[config.mk]
export PLATFORM = sky130hd
export DESIGN_NAME = varint_record_deframer
export DESIGN_NICKNAME = d
export VERILOG_FILES = /design/src/hdl/vrd_pkg.sv /design/src/hdl/vrd_core.sv /design/src/hdl/varint_record_deframer.sv
export SDC_FILE = /design/constraint.sdc
export NUM_CORES = 1
export LEC_CHECK = 0
export BUFFER_PORTS_ARGS = -buffer_cell sky130_fd_sc_hd__clkbuf_2
export CAP_MARGIN = 40
export CORE_MARGIN = 2
export CORE_UTILIZATION = 31
export DETAILED_ROUTE_END_ITERATION = 10
export PLACE_DENSITY = 0.53
export SYNTH_ARGS = -nofsm -noshare
export SYNTH_HDL_FRONTEND = slang
export SYNTH_SLANG_ARGS = --single-unit
[constraint.sdc]
create_clock -name clock -period 6.5 [get_ports clock]
set_input_delay 0.975 -clock clock [delete_from_list [all_inputs] [get_ports clock]]
set_output_delay 0.975 -clock clock [all_outputs]
set_load 0.02 [all_outputs]
[src/hdl/vrd_pkg.sv]
// Package for the varint record deframer: item types, codes and sizing constants.
// Used by vrd_core and varint_record_deframer; depends on nothing.
`default_nettype none
package vrd_pkg;

   localparam int MAX_PACKET_DEF = 8192;
   localparam int BYTE_W         = 8;
   localparam int SIZE_W         = 14;
   localparam int GROUP_W        = 7;

   typedef enum logic [1:0] {
      KIND_HEADER  = 2'd0,
      KIND_PAYLOAD = 2'd1,
      KIND_JUNK    = 2'd2,
      KIND_TRUNC   = 2'd3
   } kind_type;

   typedef enum logic [1:0] {
      PHASE_CODE    = 2'd0,
      PHASE_LENGTH  = 2'd1,
      PHASE_PAYLOAD = 2'd2,
      PHASE_DISCARD = 2'd3
   } phase_type;

   typedef struct packed {
      logic [BYTE_W-1:0] data_byte;
      logic              start_of_packet;
      logic [SIZE_W-1:0] packet_length;
   } req_type;

   typedef struct packed {
      kind_type          kind;
      logic [BYTE_W-1:0] record_code;
      logic [SIZE_W-1:0] record_size;
      logic [BYTE_W-1:0] payload_byte;
      logic              last_of_record;
   } rsp_type;

endpackage
`default_nettype wire

[src/hdl/vrd_core.sv]
// Parser state and per-byte step logic of the varint record deframer.
// Depends on vrd_pkg; instantiated by varint_record_deframer.
`default_nettype none
module vrd_core #(
   parameter int MAX_PACKET = vrd_pkg::MAX_PACKET_DEF
) (
   input  wire logic            clock,
   input  wire logic            reset,
   input  wire logic            step_en,
   input  wire vrd_pkg::req_type item,
   output logic                 res_valid,
   output vrd_pkg::rsp_type     res_item
);
   import vrd_pkg::*;

   localparam int CW = $clog2(MAX_PACKET + 2);
   localparam int WW = CW + GROUP_W;
   localparam logic [CW-1:0] MAX_C = CW'(MAX_PACKET);
   localparam logic [CW-1:0] SAT_C = CW'(MAX_PACKET + 1);
   localparam logic [WW-1:0] MAX_W = WW'(MAX_PACKET);

   phase_type         phase_ff, phase_in;
   logic [CW-1:0]     bytes_left_ff, bytes_left_in;
   logic [BYTE_W-1:0] code_ff, code_in;
   logic [CW-1:0]     acc_ff, acc_in;
   logic              ovf_ff, ovf_in;
   logic [CW-1:0]     pay_left_ff, pay_left_in;

   logic [CW-1:0]     start_len;
   logic [CW-1:0]     rem;
   logic [WW-1:0]     wide;

   always_ff @(posedge clock) begin
      if (reset) begin
         phase_ff      <= PHASE_CODE;
         bytes_left_ff <= '0;
         code_ff       <= '0;
         acc_ff        <= '0;
         ovf_ff        <= 1'b0;
         pay_left_ff   <= '0;
      end else if (step_en) begin
         phase_ff      <= phase_in;
         bytes_left_ff <= bytes_left_in;
         code_ff       <= code_in;
         acc_ff        <= acc_in;
         ovf_ff        <= ovf_in;
         pay_left_ff   <= pay_left_in;
      end
   end

   always_comb begin
      start_len = (32'(item.packet_length) > MAX_PACKET) ? MAX_C : CW'(item.packet_length);
      phase_in      = phase_ff;
      bytes_left_in = bytes_left_ff;
      code_in       = code_ff;
      acc_in        = acc_ff;
      ovf_in        = ovf_ff;
      pay_left_in   = pay_left_ff;
      res_valid     = 1'b0;
      res_item      = '0;
      rem           = '0;
      wide          = '0;

      if (item.start_of_packet) begin
         bytes_left_in = start_len;
         phase_in      = PHASE_CODE;
         acc_in        = '0;
         ovf_in        = 1'b0;
         pay_left_in   = '0;
      end

      if (bytes_left_in != '0) begin
         rem           = bytes_left_in - CW'(1);
         bytes_left_in = rem;
         case (phase_in)
            PHASE_CODE: begin
               if (rem == '0) begin
                  res_valid     = 1'b1;
                  res_item.kind = KIND_JUNK;
               end else begin
                  code_in  = item.data_byte;
                  acc_in   = '0;
                  ovf_in   = 1'b0;
                  phase_in = PHASE_LENGTH;
               end
            end
            PHASE_LENGTH: begin
               if (!ovf_in) begin
                  wide = {acc_in, item.data_byte[GROUP_W-1:0]};
                  if (wide > MAX_W) begin
                     ovf_in = 1'b1;
                     acc_in = SAT_C;
                  end else begin
                     acc_in = wide[CW-1:0];
                  end
               end
               if (!(item.data_byte[BYTE_W-1] && rem != '0)) begin
                  res_valid            = 1'b1;
                  res_item.record_code = code_in;
                  res_item.record_size = SIZE_W'(acc_in);
                  if (ovf_in || acc_in > rem) begin
                     res_item.kind = KIND_TRUNC;
                     phase_in      = (rem != '0) ? PHASE_DISCARD : PHASE_CODE;
                  end else begin
                     res_item.kind           = KIND_HEADER;
                     res_item.last_of_record = (acc_in == '0);
                     if (acc_in == '0) begin
                        phase_in = PHASE_CODE;
                     end else begin
                        pay_left_in = acc_in;
                        phase_in    = PHASE_PAYLOAD;
                     end
                  end
               end
            end
            PHASE_PAYLOAD: begin
               res_valid               = 1'b1;
               res_item.kind           = KIND_PAYLOAD;
               res_item.record_code    = code_in;
               res_item.record_size    = SIZE_W'(acc_in);
               res_item.payload_byte   = item.data_byte;
               res_item.last_of_record = (pay_left_in <= CW'(1));
               if (pay_left_in <= CW'(1)) begin
                  pay_left_in = '0;
                  phase_in    = PHASE_CODE;
               end else begin
                  pay_left_in = pay_left_in - CW'(1);
               end
            end
            default: begin
               if (rem == '0) begin
                  phase_in = PHASE_CODE;
               end
            end
         endcase
      end
   end

endmodule
`default_nettype wire

[src/hdl/varint_record_deframer.sv]
// Varint record deframer top level: input register, parser core, result register.
// Depends on vrd_pkg and vrd_core.
//
// Takes one packet byte per cycle unless req_stall is high and splits each packet into
// records (code byte, big-endian base-128 length, payload), giving a header item, one
// item per payload byte, or a junk/truncated error item. Every byte passes through an
// input register, combinational parse logic and a result register before its result
// item shows on rsp_valid, and a new byte can be accepted while the last one is being
// parsed; req_stall rises only while the result register is full and stalled.
`default_nettype none
module varint_record_deframer #(
   parameter int MAX_PACKET = vrd_pkg::MAX_PACKET_DEF
) (
   input  wire logic             clock,
   input  wire logic             reset,
   input  wire logic             req_valid,
   output logic                  req_stall,
   input  wire vrd_pkg::req_type req_item,
   output logic                  rsp_valid,
   input  wire logic             rsp_stall,
   output vrd_pkg::rsp_type      rsp_item
);
   import vrd_pkg::*;

   logic    in_valid_ff;
   req_type in_item_ff;
   logic    rsp_valid_ff;
   rsp_type rsp_item_ff;
   logic    out_free;
   logic    step_en;
   logic    res_valid;
   rsp_type res_item;

   assign out_free  = !rsp_valid_ff || !rsp_stall;
   assign step_en   = in_valid_ff && out_free;
   assign req_stall = in_valid_ff && !out_free;
   assign rsp_valid = rsp_valid_ff;
   assign rsp_item  = rsp_item_ff;

   always_ff @(posedge clock) begin
      if (reset) begin
         in_valid_ff <= 1'b0;
      end else if (!req_stall) begin
         in_valid_ff <= req_valid;
      end
   end

   always_ff @(posedge clock) begin
      if (!req_stall) begin
         in_item_ff <= req_item;
      end
   end

   always_ff @(posedge clock) begin
      if (reset) begin
         rsp_valid_ff <= 1'b0;
      end else if (out_free) begin
         rsp_valid_ff <= step_en && res_valid;
      end
   end

   always_ff @(posedge clock) begin
      if (out_free && step_en && res_valid) begin
         rsp_item_ff <= res_item;
      end
   end

   vrd_core #(
      .MAX_PACKET(MAX_PACKET)
   ) u_core (
      .clock    (clock),
      .reset    (reset),
      .step_en  (step_en),
      .item     (in_item_ff),
      .res_valid(res_valid),
      .res_item (res_item)
   );

endmodule
`default_nettype wire

==> impl_metrics.json, run 1 <==
{
  "clock_latency_ns": 0.37,
  "grt_overflow": 0,
  "synth_nets": 737,
  "area_delta_synth_final_pct": 14.6,
  "yosysUniqueCellTypes": 71,
  "p_total_mw": 1.61,
  "antenna_found_initial": 0,
  "cp-end-kind": "flip-flop",
  "vias_per_cell": 5.44,
  "startpoint_type": "flip-flop",
  "post_cts_resized": 0,
  "numCtsBuffers": 9,
  "async_flop_share": 0,
  "detail-route-antenna-nets": 0,
  "clk_pin_slew_worst_paths_ns": 0.07,
  "final.min_clock_period_ns": 5.01,
  "cts.sinks": 111,
  "crit_chain": "nand2_1, o221ai_1, o21ai_1, or2_2, nor2_1, nand2_1, nor2_1, xor2_1, ha_1, a21oi_1, o21ai_0, nor3b_1, a21oi_1, or3_4, and2b_2, a21bo_4, a21oi_4, nor3_4, a211o_1",
  "layout_setup_ws_ns": 1.49,
  "drv_slew": 0,
  "synth_commonest_cells": "91 x nor2_1, 60 x nand2_1, 56 x edfxtp_1",
  "cpMaxStageDelayCell": "edfxtp_1",
  "tightest_slew_ns": 0.909,
  "avgSynthCellArea_um2": 9.14,
  "finalHoldViolations": 0,
  "crit_fanout": 19,
  "synth-main-ff-cell": "edfxtp_1",
  "fmax_mhz": 200,
  "first_global_vias": 5333,
  "root_buffer": "clkbuf_16",
  "synth_top_area_share": 0.268,
  "final_layout_size_suffix_gt1_frac": 0.147,
  "grt_max_degree": 39,
  "first_pass_iters": 5,
  "hp-class": "flip-flop to flip-flop",
  "gp_congestion": 0.861,
  "finalClockSkew_ns": 0.00976,
  "start_util": 0.314,
  "ys_seq_area_frac": 0.443,
  "routed_wl_mm": 18.5,
  "hold_buffers": 0,
  "nNetsFinal": 785,
  "num_antenna_cells": 0,
  "yosysTopAreaCell": "edfxtp_1",
  "rows": 52,
  "timing.final.crit_share": 0.771,
  "pre_cts_slack_ns": 1.56,
  "die_x_um": 146,
  "yosys.cell_count.top_type": "nor2_1",
  "synth_area_leaders": "edfxtp_1 27%, dfxtp_1 18%, nor2_1 5.4%",
  "cp.arrival_ns": 5.27,
  "relSlewSlack": 0.394,
  "dieArea_um2": 21400,
  "place_hpwl_mm": 13.4,
  "drt_iter0_markers": 430,
  "io_pins": 62,
  "setup_tns_ns": 0,
  "track_usage": 0.176,
  "pwr_density_cell_nw_per_um2": 224,
  "rsz0062_at_grt": "false",
  "die_h_um": 146,
  "grt_pass1_wl_mm": 29.4,
  "synthCells": 688,
  "routedWlPerCell_um": 18.3,
  "synth-seq-cells": 111,
  "status": "finished, final reports clean",
  "dr_total_vias": 5500,
  "htree_num_levels": 3,
  "worstPathRequired_ns": 6.76,
  "criticalPathCategory": "flip-flop to flip-flop",
  "p_leak_nw": 2.83,
  "cap_violations": 0,
  "ys_warn_count": 0,
  "core-area_um2": 20000,
  "cts_tree": "done",
  "io_buffers": 61,
  "n_fill_cell": 2114,
  "ir_worst_vdd_mv": 0.132,
  "drcViolationCount": 0,
  "synth_edf_count": 56,
  "clock_path_buffers": 2,
  "cts_setup_buffers": 0,
  "syn-cell-area_um2": 6290,
  "cpPeakStageDelay_ns": 0.73,
  "setup_viol": 0
}
[cell families after synthesis]
group           Yosys count  synth area share
mux                       9            0.0143
buf+inv                  52            0.0334
fa+ha+maj                22            0.0438
xor+xnor                 13            0.0181
flops                   111             0.443
simple gates            278             0.220
compound gates          203             0.228
[report_power, final]
group	internal (mW)	switching, mW
Sequential	0.752	0.0222
Clock	0.306	0.277
Combinational	0.0976	0.159
[per-layer routing]
layer | vias up | share of wire | track usage
met1 | 2612 | 0.47 | 0.245
met5 | - | 0 | 0
met4 | 0 | 0.027 | 0.0694
li1 | 2661 | - | -
met2 | 195 | 0.44 | 0.271
met3 | 32 | 0.062 | 0.0334
[worst max-delay path, delay by kind of cell (launching register included)]
kind | cells | cell delay [ns]
DFF | 1 | 0.73
AOI/OAI and AO/OA | 8 | 1.72
adders and majority gates | 1 | 0.29
xor gates and xnor gates | 1 | 0.23
and+or+nand+nor | 9 | 1.94
[worst paths after layout]
path	start	endpoint	slack, ns	cells after the start
setup / recovery	in_item_ff[13]	u_core.pay_left_ff[6]	1.49	19
hold / removal	u_core.bytes_left_ff[3]	u_core.bytes_left_ff[3]	0.48	2
setup reg to reg	in_item_ff[13]	u_core.pay_left_ff[6]	1.49	19
hold reg to reg	u_core.bytes_left_ff[3]	u_core.bytes_left_ff[3]	0.48	2
[cell type report]
type,count,area [um^2],area share
Inverter,14,52.6,0.00729
Multi-Input combinational cell,525,3310,0.459
Sequential cell,111,2780,0.386
Timing Repair Buffer,75,420,0.0583
Clock inverter,6,76.3,0.0106
Tap cell,270,338,0.0469
Clock buffer,10,229,0.0318
[stage by stage]
stage	hold slack, ns	cell area [um^2]	utilization	instances
3_5_place_dp	0.471	6900	0.344	995
6_report	0.483	7210	0.360	1011
3_3_place_gp	0.466	6860	0.342	991
2_1_floorplan	0.443	6290	-	688
5_1_grt	0.504	7210	0.360	1011
4_1_cts	0.486	7210	0.360	1011
[registers in the layout (all words and copies together) (netlist names)]
name	flops
rsp_item	33
in_item_ff	23
u_core.acc_ff	14
u_core.bytes_left_ff	14
u_core.pay_left_ff	14
u_core.code_ff	8
u_core.phase_ff	2
in_valid_ff	1
rsp_valid	1
u_core.ovf_ff	1
[cells in the final DEF (no fill, tap or decap), types with 4 or more instances in the layout]
cell type and n:
o2bb2ai_1 6, a22o_1 15, xor2_1 5, nor2_1 91, o22ai_1 7, nor4_1 7, a21oi_1 46, a21o_1 8
buf_4 12, nor3b_1 4, clkbuf_2 61, o21a_1 7, o21ai_0 36, nor3_1 33, a211o_1 8, ha_1 22
a22oi_1 8, nand2_1 60, a211oi_1 5, edfxtp_1 56, a31oi_1 6, dfxtp_1 55, xnor2_1 8, nand3_1 11
inv_1 13, a2bb2oi_1 8, clkbuf_16 9, o221ai_1 5, nand2b_1 7, and3_1 15, and2_1 15, nand4_1 5
mux2i_1 9, nor2b_1 10, a32oi_1 7, nand3b_1 4
Note: power is estimated with default switching activity, not from simulation.
==> run 2: changes to the inputs <==
- clock period: 6.5 -> 4.6 ns (I/O delays scaled with it)
==> run 2 against run 1 <==
Effect of this change: first-iteration DRC count up 27%; fmax up 13%; critical path depth down 4; design area up 5.7%; sequential cell count unchanged; hold slack better by 0.0029 ns; wire length up 4.2%; clock power up 32%; sequential share of layout area down 2.1 points; non-clock buffer count up 36; final cell count up 3.7%; critical endpoint unchanged; highest routed layer unchanged.
==> impl_metrics.json, run 2 (synthesis results as in run 1) <==
{
  "status": "finished, final reports clean",
  "grt_pass1_wl_mm": 29.9,
  "die_x_um": 146,
  "grt_overflow": 0,
  "p_total_mw": 2.28,
  "pwr_density_cell_nw_per_um2": 299,
  "rows": 52,
  "worstPathRequired_ns": 4.85,
  "routed_wl_mm": 19.2,
  "first_pass_iters": 5,
  "ir_worst_vdd_mv": 0.151,
  "timing.final.crit_share": 0.961,
  "cap_violations": 0,
  "fmax_mhz": 226,
  "swShare": 0.281,
  "p_leak_nw": 3.05,
  "hold_buffers": 0,
  "nNetsFinal": 822,
  "core-area_um2": 20000,
  "area_delta_synth_final_pct": 21.2,
  "first_global_vias": 5183,
  "finalHoldViolations": 0,
  "detail-route-antenna-nets": 0,
  "routedWlPerCell_um": 18.4,
  "drcViolationCount": 0,
  "numCtsBuffers": 9,
  "die_h_um": 146,
  "largest_reg_flops": 33,
  "vias_per_cell": 5.34,
  "clock_latency_ns": 0.36,
  "track_usage": 0.176,
  "crit_fanout": 8,
  "drv_slew": 0,
  "relSlewSlack": 0.486,
  "cp-end-kind": "flip-flop",
  "startpoint_type": "flip-flop",
  "place_hpwl_mm": 13.8,
  "final_core_util": 0.380,
  "cpPeakStageDelay_ns": 0.54,
  "p_int_mw": 1.64,
  "clock_path_buffers": 2,
  "p_switching_mw": 0.641,
  "io_pins": 62,
  "layout.cells.most_common_list": "87 x nor2_1, 61 x clkbuf_2, 58 x nand2_1",
  "dr_total_vias": 5596,
  "final.min_clock_period_ns": 4.42,
  "clk_pin_slew_worst_paths_ns": 0.07,
  "finalClockSkew_ns": 0.00820,
  "cts_tree": "done",
  "setup_viol": 0,
  "combinationalPowerShare": 0.185,
  "n_fill_cell": 2071,
  "antenna_found_initial": 0,
  "cpMaxStageDelayCell": "or4_4",
  "root_buffer": "clkbuf_16",
  "io_buffers": 61,
  "tightest_slew_ns": 0.767,
  "htree_num_levels": 3,
  "crit_chain": "or4_4, nor4_4, a2bb2oi_2, a22o_1, ha_1, and4_1, o21ai_0, nor3b_2, a21oi_1, or3_4, and2b_2, a21bo_4, a21oi_4, nor3_4, a211o_1",
  "hp-class": "flip-flop to flip-flop",
  "drt_iter0_markers": 548,
  "clock_power_share": 0.337,
  "num_antenna_cells": 0,
  "final_common_cell": "nor2_1",
  "dieArea_um2": 21400,
  "cts.sinks": 111,
  "gp_congestion": 0.915,
  "start_util": 0.314,
  "final_layout_size_suffix_gt1_frac": 0.208,
  "cp.arrival_ns": 4.67,
  "seqPwrFrac": 0.478,
  "setup_tns_ns": 0,
  "grt_max_degree": 36,
  "criticalPathCategory": "flip-flop to flip-flop"
}
-- run 2: changes by cell type in the layout (fill, tap and decap cells not counted), sizes merged --
cell and change:
clkinv +1, bufinv -1, buf +35, clkbuf +3
inv -2, nor3 +1
-- run 2: path summary, 6_finish.rpt --
path	endpoint	start	slack [ns]	cells past startpoint
worst max-delay path	u_core.pay_left_ff[6]	u_core.acc_ff[10]	0.18	15
worst max register to register	u_core.pay_left_ff[6]	u_core.acc_ff[10]	0.18	15
worst min-delay path	u_core.code_ff[1]	u_core.code_ff[1]	0.49	2
worst min register to register	u_core.code_ff[1]	u_core.code_ff[1]	0.49	2
-- run 2: stage by stage --
step	hold WS (ns)	setup WS, ns	instances	instance area, um^2
6_report	0.486	0.181	1048	7620
5_1_grt	0.496	-0.00365	1048	7620
4_1_cts	0.492	0.0472	1041	7430
3_5_place_dp	0.476	0.0640	1025	7150
3_3_place_gp	0.468	0.0343	1022	7110
2_1_floorplan	0.443	0.00295	688	6320
-- run 2: power by group through the flow --
| stage | sequential [mW] | combinational (mW) | clock (mW) |
|---|---|---|---|
| detailed placement | 1.11 | 0.386 | 0 |
| finish | 1.09 | 0.421 | 0.768 |
| floorplan | 1.10 | 0.269 | 0 |
| global route | 1.09 | 0.465 | 0.832 |
| CTS | 1.09 | 0.389 | 0.791 |
| global placement | 1.11 | 0.385 | 0 |
-- run 2: metal layers --
| layer | up-vias | GRT usage | share of wire |
|---|---|---|---|
| met5 | - | 0 | 0 |
| met1 | 2648 | 0.253 | 0.48 |
| met3 | 34 | 0.0250 | 0.053 |
| met2 | 168 | 0.267 | 0.44 |
| met4 | 0 | 0.0714 | 0.031 |
| li1 | 2746 | - | - |
-- run 2: layout make-up --
type | count | area (um^2) | share of cell area
Clock buffer | 12 | 258 | 0.0338
Tap cell | 270 | 338 | 0.0443
Timing Repair Buffer | 111 | 731 | 0.0959
Inverter | 14 | 52.6 | 0.00690
Multi-Input combinational cell | 526 | 3430 | 0.450
Sequential cell | 111 | 2780 | 0.365
Clock inverter | 4 | 28.8 | 0.00378
-- run 2: what timing repair did --
action	in CTS	in global routing
gates resized for setup	0	25
buffers inserted	0	5
setup endpoints to repair	0	15
-- run 2: worst max-delay path: cells and delay by family (launching register included) --
| kind | cells | cell delay (ns) |
|---|---|---|
| AO/OA/AOI/OAI | 7 | 1.72 |
| AND/OR/NAND/NOR | 7 | 1.93 |
| adder cells (fa/ha/maj) | 1 | 0.30 |
| flip-flops | 1 | 0.35 |
